## config.mk

```make
export PLATFORM = sky130hd
export DESIGN_NAME = path_keyframe_nibble_deframer
export DESIGN_NICKNAME = d
export VERILOG_FILES = /design/src/hdl/pkfd_pkg.sv /design/src/hdl/pkfd_decode.sv /design/src/hdl/pkfd_queue.sv /design/src/hdl/path_keyframe_nibble_deframer.sv
export SDC_FILE = /design/constraint.sdc
export NUM_CORES = 1
export LEC_CHECK = 0
export BUFFER_PORTS_ARGS = -buffer_cell sky130_fd_sc_hd__buf_4
export CORE_MARGIN = 3
export CORE_UTILIZATION = 63
export DETAILED_ROUTE_END_ITERATION = 6
export PLACE_DENSITY = 0.85
export SLEW_MARGIN = 15
export SYNTH_ARGS = -nofsm -noshare
export SYNTH_HDL_FRONTEND = slang
export SYNTH_SLANG_ARGS = --single-unit
```

## constraint.sdc

```tcl
create_clock -name clk -period 7.85 [get_ports clk]
set_clock_uncertainty 0.2 [all_clocks]
set_input_delay 0.785 -clock clk [delete_from_list [all_inputs] [get_ports clk]]
set_output_delay 0.785 -clock clk [all_outputs]
set_load 0.05 [all_outputs]
```

## src/hdl/pkfd_pkg.sv

```systemverilog
`timescale 1ns / 1ps
// ----------------------------------------------------------------------------
// pkfd_pkg - shared types and constants for the path/keyframe deframer
// Result item layout, result kinds and default caps.
// ----------------------------------------------------------------------------
package pkfd_pkg;

	localparam int PKFD_PATH_CAP   = 32;
	localparam int PKFD_KF_CAP     = 16;
	localparam int MAX_RESULTS     = 4;	// path step, two keyframes, end item
	localparam int QUEUE_DEPTH     = 8;

	localparam int NIBBLE_W   = 4;
	localparam int PTOTAL_W   = 5;
	localparam int KTOTAL_W   = 4;
	localparam int IN_TDATA_W  = 8;
	localparam int OUT_TDATA_W = 16;

	typedef enum logic [1:0] {
		KIND_PATH     = 2'd0,
		KIND_KEYFRAME = 2'd1,
		KIND_END      = 2'd2
	} kind_t;

	typedef struct packed {
		kind_t                 kind;
		logic [NIBBLE_W-1:0]   value;
		logic [PTOTAL_W-1:0]   path_total;
		logic [KTOTAL_W-1:0]   keyframe_total;
		logic                  last;
	} result_t;

	// Results caused by one accepted nibble, packed from item[0] upward
	typedef struct packed {
		logic [2:0]                   count;
		result_t [MAX_RESULTS-1:0]    item;
	} push_t;

endpackage

```

## src/hdl/pkfd_decode.sv

```systemverilog
`timescale 1ns / 1ps
// ----------------------------------------------------------------------------
// pkfd_decode - message state and per-nibble result generation
// Holds the pending nibbles, phase flag and counts; turns one nibble into
// zero to four result items in a single pass.
// ----------------------------------------------------------------------------
module pkfd_decode #(
	parameter int PATH_CAP = pkfd_pkg::PKFD_PATH_CAP,
	parameter int KF_CAP   = pkfd_pkg::PKFD_KF_CAP
) (
	input  logic                          clk,
	input  logic                          arst_n,
	input  logic                          accept,
	input  logic [pkfd_pkg::NIBBLE_W-1:0] nibble,
	input  logic                          final_nibble,
	output pkfd_pkg::push_t               push
);
	import pkfd_pkg::*;

	localparam int PC_W = $clog2(PATH_CAP);
	localparam int KC_W = $clog2(KF_CAP);

	logic [NIBBLE_W-1:0] pend0_q, pend1_q, pend0_d, pend1_d;
	logic [1:0]          pend_cnt_q, pend_cnt_d;
	logic                kf_phase_q, kf_phase_d;
	logic [PC_W-1:0]     path_cnt_q, path_cnt_n;
	logic [KC_W-1:0]     kf_cnt_q, kf_cnt_1, kf_cnt_n;

	logic                path_try, a_try, b_try;
	logic [NIBBLE_W-1:0] path_val, a_val, b_val;
	logic                path_ok, a_ok, b_ok;
	result_t [MAX_RESULTS-1:0] slot;
	logic [MAX_RESULTS-1:0]    slot_v;

	// Phase and pending-nibble handling
	always_comb begin
		pend0_d    = pend0_q;
		pend1_d    = pend1_q;
		pend_cnt_d = pend_cnt_q;
		kf_phase_d = kf_phase_q;
		path_try   = 1'b0;
		path_val   = pend0_q;
		a_try      = 1'b0;
		a_val      = nibble;
		b_try      = 1'b0;
		b_val      = nibble;
		if (kf_phase_q) begin
			a_try = 1'b1;
		end else if (!pend_cnt_q[1]) begin
			if (pend_cnt_q == 2'd0) begin
				pend0_d    = nibble;
				pend_cnt_d = 2'd1;
				a_try      = final_nibble;
			end else begin
				pend1_d    = nibble;
				pend_cnt_d = 2'd2;
				a_try      = final_nibble;
				a_val      = pend0_q;
				b_try      = final_nibble;
			end
		end else if (pend0_q == '0 && pend1_q == '0 && nibble == '0) begin
			// terminator: three zero nibbles
			kf_phase_d = 1'b1;
			pend_cnt_d = 2'd0;
		end else begin
			path_try = 1'b1;
			pend0_d  = pend1_q;
			pend1_d  = nibble;
			a_try    = final_nibble;
			a_val    = pend1_q;
			b_try    = final_nibble;
		end
	end

	// Caps and counts, keyframe tries in order
	assign path_ok    = path_try && (path_cnt_q < PC_W'(PATH_CAP - 1));
	assign path_cnt_n = path_cnt_q + PC_W'(path_ok);
	assign a_ok       = a_try && (a_val != '0) && (kf_cnt_q < KC_W'(KF_CAP - 1));
	assign kf_cnt_1   = kf_cnt_q + KC_W'(a_ok);
	assign b_ok       = b_try && (b_val != '0) && (kf_cnt_1 < KC_W'(KF_CAP - 1));
	assign kf_cnt_n   = kf_cnt_1 + KC_W'(b_ok);

	always_comb begin
		slot[0] = '{kind: KIND_PATH, value: path_val, path_total: '0,
			keyframe_total: '0, last: 1'b0};
		slot[1] = '{kind: KIND_KEYFRAME, value: a_val, path_total: '0,
			keyframe_total: '0, last: 1'b0};
		slot[2] = '{kind: KIND_KEYFRAME, value: b_val, path_total: '0,
			keyframe_total: '0, last: 1'b0};
		slot[3] = '{kind: KIND_END, value: '0, path_total: PTOTAL_W'(path_cnt_n),
			keyframe_total: KTOTAL_W'(kf_cnt_n), last: 1'b1};
		slot_v  = {final_nibble, b_ok, a_ok, path_ok};
	end

	// Pack the valid slots from item[0] up
	always_comb begin
		logic [2:0] pos;
		pos       = 3'd0;
		push.item = '0;
		for (int i = 0; i < MAX_RESULTS; i++) begin
			if (slot_v[i]) begin
				push.item[pos[1:0]] = slot[i];
				pos                 = pos + 3'd1;
			end
		end
		push.count = accept ? pos : 3'd0;
	end

	always_ff @(posedge clk or negedge arst_n) begin
		if (!arst_n) begin
			pend0_q    <= '0;
			pend1_q    <= '0;
			pend_cnt_q <= '0;
			kf_phase_q <= 1'b0;
			path_cnt_q <= '0;
			kf_cnt_q   <= '0;
		end else if (accept) begin
			if (final_nibble) begin
				pend0_q    <= '0;
				pend1_q    <= '0;
				pend_cnt_q <= '0;
				kf_phase_q <= 1'b0;
				path_cnt_q <= '0;
				kf_cnt_q   <= '0;
			end else begin
				pend0_q    <= pend0_d;
				pend1_q    <= pend1_d;
				pend_cnt_q <= pend_cnt_d;
				kf_phase_q <= kf_phase_d;
				path_cnt_q <= path_cnt_n;
				kf_cnt_q   <= kf_cnt_n;
			end
		end
	end

	a_kf_no_pending: assert property (@(posedge clk) disable iff (!arst_n)
		kf_phase_q |-> pend_cnt_q == 2'd0)
		else $error("pending nibbles held in keyframe phase");

	a_final_clears: assert property (@(posedge clk) disable iff (!arst_n)
		accept && final_nibble |=> !kf_phase_q && pend_cnt_q == 2'd0 &&
			path_cnt_q == '0 && kf_cnt_q == '0)
		else $error("state not cleared after end of message");

	a_caps: assert property (@(posedge clk) disable iff (!arst_n)
		path_cnt_q <= PC_W'(PATH_CAP - 1) && kf_cnt_q <= KC_W'(KF_CAP - 1))
		else $error("count beyond cap");

endmodule

```

## src/hdl/pkfd_queue.sv

```systemverilog
`timescale 1ns / 1ps
// ----------------------------------------------------------------------------
// pkfd_queue - result item queue
// Takes up to four items per cycle, hands out one per transfer.
// ----------------------------------------------------------------------------
module pkfd_queue (
	input  logic              clk,
	input  logic              arst_n,
	input  pkfd_pkg::push_t   push,
	output logic              room,
	output logic              out_valid,
	input  logic              out_ready,
	output pkfd_pkg::result_t out_item
);
	import pkfd_pkg::*;

	localparam int PTR_W = $clog2(QUEUE_DEPTH);
	localparam int CNT_W = $clog2(QUEUE_DEPTH + 1);

	result_t          mem_q [QUEUE_DEPTH];
	logic [PTR_W-1:0] wr_ptr_q, rd_ptr_q;
	logic [CNT_W-1:0] count_q;
	logic             pop;

	assign out_valid = (count_q != '0);
	assign out_item  = mem_q[rd_ptr_q];
	assign pop       = out_valid && out_ready;
	// room for a full burst from one nibble
	assign room      = (count_q <= CNT_W'(QUEUE_DEPTH - MAX_RESULTS));

	always_ff @(posedge clk) begin
		for (int i = 0; i < MAX_RESULTS; i++) begin
			if (3'(i) < push.count) begin
				mem_q[wr_ptr_q + PTR_W'(i)] <= push.item[i];
			end
		end
	end

	always_ff @(posedge clk or negedge arst_n) begin
		if (!arst_n) begin
			wr_ptr_q <= '0;
			rd_ptr_q <= '0;
			count_q  <= '0;
		end else begin
			wr_ptr_q <= wr_ptr_q + PTR_W'(push.count);
			rd_ptr_q <= rd_ptr_q + PTR_W'(pop);
			count_q  <= count_q + CNT_W'(push.count) - CNT_W'(pop);
		end
	end

	a_no_overflow: assert property (@(posedge clk) disable iff (!arst_n)
		count_q <= CNT_W'(QUEUE_DEPTH))
		else $error("result queue overflow");

	a_push_has_room: assert property (@(posedge clk) disable iff (!arst_n)
		push.count != 3'd0 |-> room)
		else $error("push without room");

	a_pop_drains: assert property (@(posedge clk) disable iff (!arst_n)
		pop && push.count == 3'd0 |=> count_q == $past(count_q) - CNT_W'(1))
		else $error("pop did not drain queue");

endmodule

```

## src/hdl/path_keyframe_nibble_deframer.sv

```systemverilog
`timescale 1ns / 1ps
// ----------------------------------------------------------------------------
// path_keyframe_nibble_deframer - nibble stream to path steps and keyframes
// Splits each message into path steps (before a three-zero-nibble
// terminator) and nonzero keyframes (after it), closing with an end item.
// ----------------------------------------------------------------------------
// One nibble is taken per transfer on the slave side, one result item leaves
// per transfer on the master side. The decoder works on a nibble in the cycle
// it is accepted and writes the zero to four result items it causes into an
// eight-entry queue, so a nibble can be accepted every cycle as long as the
// queue has room for four items; a nibble that yields at most one item keeps
// that rate with the master side ready. Results are queued in registers by
// the transfer that caused them; bursts drain at one item per cycle while the
// master side is ready; this sets the long-run rate when results are many.
// Path steps are capped at PATH_CAP-1 and keyframes at KF_CAP-1 per message;
// further ones are consumed silently. The end item (tlast high) carries both
// counts and the block then starts a new message.
module path_keyframe_nibble_deframer #(
	parameter int PATH_CAP = pkfd_pkg::PKFD_PATH_CAP,
	parameter int KF_CAP   = pkfd_pkg::PKFD_KF_CAP
) (
	input  logic                             clk,
	input  logic                             arst_n,
	// slave side
	input  logic                             s_axis_tvalid,
	output logic                             s_axis_tready,
	input  logic [pkfd_pkg::IN_TDATA_W-1:0]  s_axis_tdata,  // [3:0] nibble, [7:4] zero
	input  logic                             s_axis_tlast,  // final_nibble
	// master side
	output logic                             m_axis_tvalid,
	input  logic                             m_axis_tready,
	output logic [pkfd_pkg::OUT_TDATA_W-1:0] m_axis_tdata,  // [3:0] value,
	                                                         // [8:4] path_total,
	                                                         // [12:9] keyframe_total,
	                                                         // [15:13] zero
	output logic [1:0]                       m_axis_tuser,  // [1:0] kind
	output logic                             m_axis_tlast   // last
);
	import pkfd_pkg::*;

	logic    accept;
	logic    room;
	push_t   push;
	result_t out_item;

	// tready is high whenever the queue can hold a full burst
	assign s_axis_tready = room;
	assign accept        = s_axis_tvalid && room;

	pkfd_decode #(
		.PATH_CAP (PATH_CAP),
		.KF_CAP   (KF_CAP)
	) u_decode (
		.clk          (clk),
		.arst_n       (arst_n),
		.accept       (accept),
		.nibble       (s_axis_tdata[NIBBLE_W-1:0]),
		.final_nibble (s_axis_tlast),
		.push         (push)
	);

	pkfd_queue u_queue (
		.clk       (clk),
		.arst_n    (arst_n),
		.push      (push),
		.room      (room),
		.out_valid (m_axis_tvalid),
		.out_ready (m_axis_tready),
		.out_item  (out_item)
	);

	// pack result fields, first field lowest
	assign m_axis_tdata = {3'b000, out_item.keyframe_total, out_item.path_total,
		out_item.value};
	assign m_axis_tuser = out_item.kind;
	assign m_axis_tlast = out_item.last;

endmodule

```

==> results of run 1 <==
==> cell usage in the layout (no fill, tap or decap), types with 28 or more instances in the layout <==
| master | instances |
|---|---|
| edfxtp_1 | 120 |
| and2_1 | 40 |
| dfrtp_1 | 28 |
| inv_1 | 30 |
| nand2_1 | 85 |
| mux4_2 | 30 |
| buf_4 | 57 |
| nor3_1 | 29 |
| a21oi_1 | 29 |
| nor2_1 | 99 |
==> worst max-delay path, cell delays in order (launching register included) <==
cell and delay, ns:
dfrtp_2 0.51, mux2_2 0.36, o21ai_0 0.20, o21ai_0 0.10
or4_1 0.51, o211a_1 0.23, ha_1 0.24, ha_1 0.19
xor2_1 0.29, and3_1 0.36, a21o_1 0.35, inv_1 0.18
fa_1 0.74, ha_1 0.24, inv_1 0.05, ha_1 0.28
buf_4 0.16, nand3b_1 0.20, or3_1 0.44, nor2_1 0.31
a21oi_1 0.07, a22oi_1 0.44, inv_1 0.23, and2_1 0.22
==> cells by family (layout without fill, tap and decap cells) <==
logic type	Yosys count	after routing
adders and majority gates	28	28
DFF	150	150
muxes	53	53
xor gates and xnor gates	19	19
buffers and inverters	81	123
AOI/OAI and AO/OA	199	199
and+or+nand+nor	356	356
other	1	3
==> through the flow <==
| stage | setup slack [ns] | cell area [um2] | hold WS [ns] | utilization [%] |
|---|---|---|---|---|
| final | 0.4690 | 10450 | 0.08206 | 73.55 |
| after global routing | 0.1203 | 10450 | 0.1285 | 73.55 |
| after CTS | 0.5190 | 10440 | 0.1071 | 73.51 |
| after detailed placement | 0.3897 | 9862 | 0.2967 | 69.43 |
| after global placement | 0.4580 | 9862 | 0.2895 | 69.43 |
| after floorplan | 0.6517 | 9394 | 0.2678 | - |
==> synthesized netlist by cell type, types with 24 or more instances <==
| cell type | number | area, um2 |
|---|---|---|
| nor3_1 | 29 | 145.1 |
| inv_1 | 30 | 112.6 |
| edfxtp_1 | 120 | 3603 |
| clkbuf_1 | 24 | 90.09 |
| nand3_1 | 27 | 135.1 |
| a21oi_1 | 29 | 145.1 |
| o21ai_0 | 30 | 150.1 |
| ha_1 | 25 | 312.8 |
| dfrtp_1 | 30 | 750.7 |
| nor2_1 | 100 | 375.4 |
| nand2_1 | 85 | 319.1 |
| mux4_2 | 30 | 675.7 |
| and2_1 | 40 | 250.2 |
==> power groups by stage <==
stage / sequential [mW] / combinational (mW) / clock (mW)
final: 1.38 / 2.99 / 0.804
after CTS: 1.37 / 2.93 / 0.799
after global routing: 1.40 / 3.20 / 0.830
after global placement: 1.37 / 2.85 / 0
after floorplan: 1.24 / 2.15 / 0
after detailed placement: 1.39 / 2.90 / 0
==> registers in the layout, summed over array words and instances (netlist names), 2 cells and up <==
| signal | flops |
|---|---|
| u_decode.pend_cnt_q | 2 |
| u_queue.wr_ptr_q | 3 |
| u_decode.path_val | 4 |
| u_queue.mem_q | 120 |
| u_decode.kf_cnt_q | 4 |
| u_queue.rd_ptr_q | 3 |
| u_decode.pend1_q | 4 |
| u_queue.count_q | 4 |
| u_decode.path_cnt_q | 5 |
==> metal layers <==
| metal | track usage [%] | wire length [um] | vias to the layer above | share of wire (%) |
|---|---|---|---|---|
| li1 | - | - | 3443 | - |
| met4 | 14.98 | 1337 | 0 | 5.0 |
| met1 | 44.40 | 10010 | 3686 | 37 |
| met3 | 6.542 | 2736 | 139 | 10 |
| met5 | 0 | 0 | - | 0 |
| met2 | 54.31 | 12790 | 616 | 48 |
==> layout make-up <==
| class | instances | area (um2) |
|---|---|---|
| clock buffer | 17 | 425.4 |
| clock inverter | 15 | 153.9 |
| fill | 974 | 3757 |
| inverter | 33 | 126.4 |
| multi-input combinational | 658 | 4711 |
| sequential | 150 | 4357 |
| tap | 180 | 225.2 |
| timing repair buffer | 58 | 447.9 |
==> path summary, 6_finish.rpt <==
| path | slack (ns) | to | cells after the start | from |
|---|---|---|---|---|
| setup / recovery | 0.47 | u_queue.mem_q[6][5] | 23 | u_decode.pend_cnt_q[0] |
| hold / removal | 0.08 | u_decode.pend_cnt_q[1] | 1 | arst_n |
| setup reg to reg | 0.47 | u_queue.mem_q[6][5] | 23 | u_decode.pend_cnt_q[0] |
| hold reg to reg | 0.32 | u_decode.kf_cnt_q[0] | 2 | u_decode.kf_cnt_q[0] |
| max in group asynchronous | 7.01 | u_queue.rd_ptr_q[0] | 1 | arst_n |
| min in group clk | 0.32 | u_decode.kf_cnt_q[0] | 2 | u_decode.kf_cnt_q[0] |
==> repair_timing <==
| action | CTS | global route |
|---|---|---|
| hold endpoints to repair | 0 | 0 |
| endpoints found under the setup margin | 0 | 5 |
| gates resized for setup | 0 | 2 |
==> flow_summary.ini, run 1 <==
[run_status]
outcome = complete, but fails checks
violations = design-rule violations

[routing]
detail-route-antenna-nets = 0
wirelength_um = 26880
drc = 50
drt-initial-drc-count = 1432
drt_pass1_iterations = 7
via_per_inst = 7.096
dr_total_vias = 7884
wl_per_cell_um = 24.20

[clocking]
clock_latency_ns = 0.43
cts_hold_buf = 0
post_cts_buffers = 0
cts.sinks = 150
cts_buffers = 17
cts-root-buf = clkbuf_16
clkTransAtPathRegs_ns = 0.07
clock_path_buffers = 2
cts_tree = yes
cts_htree_levels = 4

[synthesis]
synthAdderAreaFrac_pct = 3.972
synth.distinct_cells = 72
synth_xor_area_share_pct = 1.773
synth_enable_flop_cells = 120
synth_top_family_by_area = simple AND/OR/NAND/NOR gates
synth_area_um2 = 9387
yosys.area_share.simple_pct = 18.79
async_flop_share_pct = 20.00
synth_mux_area_share_pct = 9.931
ys_ff_latch = 150
yosysWarningCount = 0
syn_avg_cell_area_um2 = 10.58
yosysSeqAreaShare_pct = 46.39
syn-instance-count = 887
synth_compound_area_share_pct = 15.53
synthFlopType = edfxtp_1

[global_routing]
grt_usage_pct = 33.60
grt_pass1_vias = 7583
grt_remaining_overflow = 0
antenna_found_initial = 0
grt_max_degree = 50
grt_pass1_wl_um = 42170

[power_and_ir_drop]
ir_drop_mv = 0.4301
swShare_pct = 47.64
powerDensity_nw_per_um2 = 495.3
power_switching_mw = 2.465
p_seq_share_pct = 26.6
internal_power_mw = 2.709
p_leak_nw = 3.884
pwr-share-clk_pct = 15.5
pwr-share-comb_pct = 57.9
finalPower_mw = 5.174

[sta]
period_share_pct = 94.03
rsz0062_at_grt = no
worst_pin_slew_ns = 1.041
fmax_ghz = 0.1355
maxSlewViolCount = 0
fin_crit_ns = 7.381
slew_headroom_pct = 30.04
final_hold_viol_count = 0
fin_setup_tns_ns = 0
setup_violations = 0

[worst_hold_path]
min_path_type = in -> async

[floorplan]
die_area_um2 = 16400
die_h_um = 128.1
rows = 43
die_w_um = 128.1
initial_core_util_pct = 66.09
coreArea_um2 = 14200
ios = 34

[placement]
place_inst = 1079
place.detailed.hpwl_um = 19210
numPortBuffers = 26
gp_congestion = 1.051

[layout]
area_growth_pct = 11.29
nNetsFinal = 959
final-instance-count-excl-fill = 1111
num_antenna_cells = 0
layout-drive-gt1-share_pct = 16.76

[worst_setup_path]
cp-start-kind = register
end_kind = register
arrival_ns = 7.36
critPathMaxFanout = 12
critPathRequiredTime_ns = 7.83
critPathKind = reg -> reg

[job]
drv_cap = 0
No activity file was read; power rests on OpenSTA's default activity.
==> run 2: changes to the inputs <==
--- a/config.mk
+++ b/config.mk
@@ -7,9 +7,11 @@
 export LEC_CHECK = 0
 export BUFFER_PORTS_ARGS = -buffer_cell sky130_fd_sc_hd__buf_4
 export CORE_MARGIN = 3
-export CORE_UTILIZATION = 63
+export CORE_UTILIZATION = 57
+export CTS_CLUSTER_DIAMETER = 200
 export DETAILED_ROUTE_END_ITERATION = 6
-export PLACE_DENSITY = 0.85
+export GPL_ROUTABILITY_DRIVEN = 1
+export PLACE_DENSITY = 0.81
 export SLEW_MARGIN = 15
 export SYNTH_ARGS = -nofsm -noshare
 export SYNTH_HDL_FRONTEND = slang
==> constraint.sdc (replaced) <==
create_clock -name clk -period 6.1 [get_ports clk]
set_clock_uncertainty 0.2 [all_clocks]
set_input_delay 0.61 -clock clk [delete_from_list [all_inputs] [get_ports clk]]
set_output_delay 0.61 -clock clk [all_outputs]
set_load 0.05 [all_outputs]
==> run 2 against run 1 <==
Effect of this change:
- the flow now finishes without violations
- combinational power up 41%
- routed wire length grew 8.9%
- utilization fell by 4.1 points
- clock power up 32%
- clock-buffer cell count unchanged
- non-clock buffer count up 55
- global-route usage fell by 0.36 points
- critical endpoint is now u_queue.mem_q[7][4]
- largest cell class unchanged
==> flow_summary.ini, run 2 (synthesized netlist as in run 1, its figures left out) <==
[layout]
final_cell_mix = 120 x edfxtp_1, 105 x buf_4, 100 x nor2_1, 84 x nand2_1, 40 x and2_1
area_growth_pct = 18.36
regMostFlops = u_queue.mem_q
fillCellCount = 1192
largest_reg_flops = 120
top_regs = u_queue.mem_q: 120 flops, u_decode.path_cnt_q: 5 flops
mostFrequentLayoutCell = edfxtp_1
nNetsFinal = 1014
stdcell_area_um2 = 11110
layout-drive-gt1-share_pct = 23.63
num_antenna_cells = 0

[global_routing]
grt_max_degree = 50
grt_usage_pct = 33.25
grt_pass1_wl_um = 45340
antenna_found_initial = 0
grt_remaining_overflow = 0
grt_pass1_vias = 7955

[run_status]
outcome = completed

[routing]
via_per_inst = 6.686
wl_per_cell_um = 24.35
drt-initial-drc-count = 1105
detail-route-antenna-nets = 0
drc = 0
dr_total_vias = 8037
drt_pass1_iterations = 7
wirelength_um = 29270

[worst_hold_path]
min-delay-start = u_decode.kf_cnt_q[0]
hold_depth = 2
min_path_type = reg -> reg
worstHoldEndpoint = u_decode.kf_cnt_q[0]

[floorplan]
die_area_um2 = 18040
die_h_um = 134.3
ios = 34
coreArea_um2 = 16000
initial_core_util_pct = 58.66
die_w_um = 134.3
rows = 46

[power_and_ir_drop]
p_leak_nw = 4.187
powerDensity_nw_per_um2 = 633.5
ir_drop_mv = 0.3630

[clocking]
cts_buffers = 17
clock_path_buffers = 2
cts-root-buf = clkbuf_16
cts.sinks = 150
cts_tree = yes
cts_htree_levels = 4
clkTransAtPathRegs_ns = 0.07
clock_latency_ns = 0.42

[worst_setup_path]
reg2reg_from = u_decode.pend_cnt_q[0]
critPathMaxFanout = 5
critPathKind = reg -> reg
cp-start-kind = register
ff2ff_path_depth = 22
end_kind = register
arrival_ns = 5.90
r2r_end = u_queue.mem_q[7][4]
r2r_slack_ns = 0.13
critPathRequiredTime_ns = 6.03

[sta]
fin_setup_tns_ns = 0
fin_crit_ns = 5.970
fmax_ghz = 0.1675
worst_pin_slew_ns = 1.100
period_share_pct = 97.87
slew_headroom_pct = 26.12
final_hold_viol_count = 0
maxSlewViolCount = 0
setup_violations = 0

[placement]
gp_congestion = 1.019
postPlaceCellArea_um2 = 10440
numPortBuffers = 26
place.detailed.hpwl_um = 21180

[job]
drv_cap = 0
==> run 2: cell types whose count changed in the layout (fill, tap and decap cells not counted), moves of 3 or more <==
cell,before,now
buf_12,1,6
buf_4,57,105
ha_1,25,20
ha_4,0,4
inv_1,30,27
inv_6,3,6
o21ai_0,27,24
o21ai_2,0,3
==> run 2: what timing repair did <==
item	in CTS	in global routing
resized for setup	1	10
pin swaps	0	2
hold buffers	1	0
setup buffers	0	5
setup endpoints to repair	3	112
hold endpoints to repair	30	0
==> run 2: power breakdown <==
group / internal (mW) / total (mW) / switching (mW)
clock network: 0.612 / 1.06 / 0.448
logic: 1.61 / 4.22 / 2.61
registers: 1.50 / 1.76 / 0.258
total: 3.72 / 7.04 / 3.32
==> run 2: how the worst max path moves through the flow <==
| stage | startpoint | end | slack (ns) | depth (start not counted) |
|---|---|---|---|---|
| floorplan | s_axis_tdata[0] | u_queue.mem_q[7][1] | -0.12 | 26 |
| global placement | s_axis_tdata[1] | u_queue.mem_q[0][11] | -0.05 | 24 |
| detailed placement | s_axis_tdata[0] | u_queue.mem_q[0][12] | -0.05 | 24 |
| CTS | u_decode.pend_cnt_q[1] | u_queue.mem_q[4][2] | 0.07 | 23 |
| global route | u_decode.pend_cnt_q[0] | u_queue.mem_q[7][4] | -0.02 | 22 |
| finish | u_decode.pend_cnt_q[0] | u_queue.mem_q[7][4] | 0.13 | 22 |
==> run 2: routing by layer <==
layer  share of wire (%)  wire length (um)  track usage (%)
met3                 8.2              2414            5.626
met4                 3.9              1129            13.46
met2                  49             14360            55.28
met1                  39             11360            43.75
met5                   0                 0                0
==> run 2: final cells by class <==
| cell class | count | area (um2) | area share [%] |
|---|---|---|---|
| Timing Repair Buffer | 113 | 929.6 | 8.368 |
| Clock buffer | 17 | 425.4 | 3.829 |
| Sequential cell | 150 | 4357 | 39.22 |
| Clock inverter | 15 | 165.2 | 1.487 |
| Multi-Input combinational cell | 658 | 4833 | 43.51 |
| Tap cell | 216 | 270.3 | 2.433 |
| Inverter | 33 | 128.9 | 1.160 |
==> run 2: critical path, cell delays in order, from the launching register on <==
cell,delay (ns)
dfrtp_1,0.42
mux2_2,0.36
o21ai_2,0.15
o21ai_0,0.10
or4_1,0.50
o211a_1,0.16
ha_2,0.21
ha_4,0.16
xor2_2,0.15
and3_4,0.21
a21o_1,0.18
inv_4,0.05
fa_2,0.61
ha_4,0.16
inv_2,0.04
ha_4,0.22
o211a_1,0.14
or3b_4,0.44
or3_4,0.36
nor3b_4,0.17
o32ai_4,0.42
buf_6,0.18
nor2_1,0.05
==> run 2: through the flow <==
stage | power [mW] | util [%] | hold WS, ns | instances | worst slack (ns)
finish | 7.038 | 69.43 | 0.3133 | 1202 | 0.1296
global route | 7.400 | 69.43 | 0.3522 | 1202 | -0.01685
CTS | 6.936 | 68.99 | 0.3093 | 1197 | 0.07028
detailed placement | 5.846 | 65.23 | 0.2941 | 1164 | -0.05018
global placement | 5.757 | 65.23 | 0.2954 | 1164 | -0.05340
floorplan | 4.467 | - | 0.1144 | 889 | -0.1180
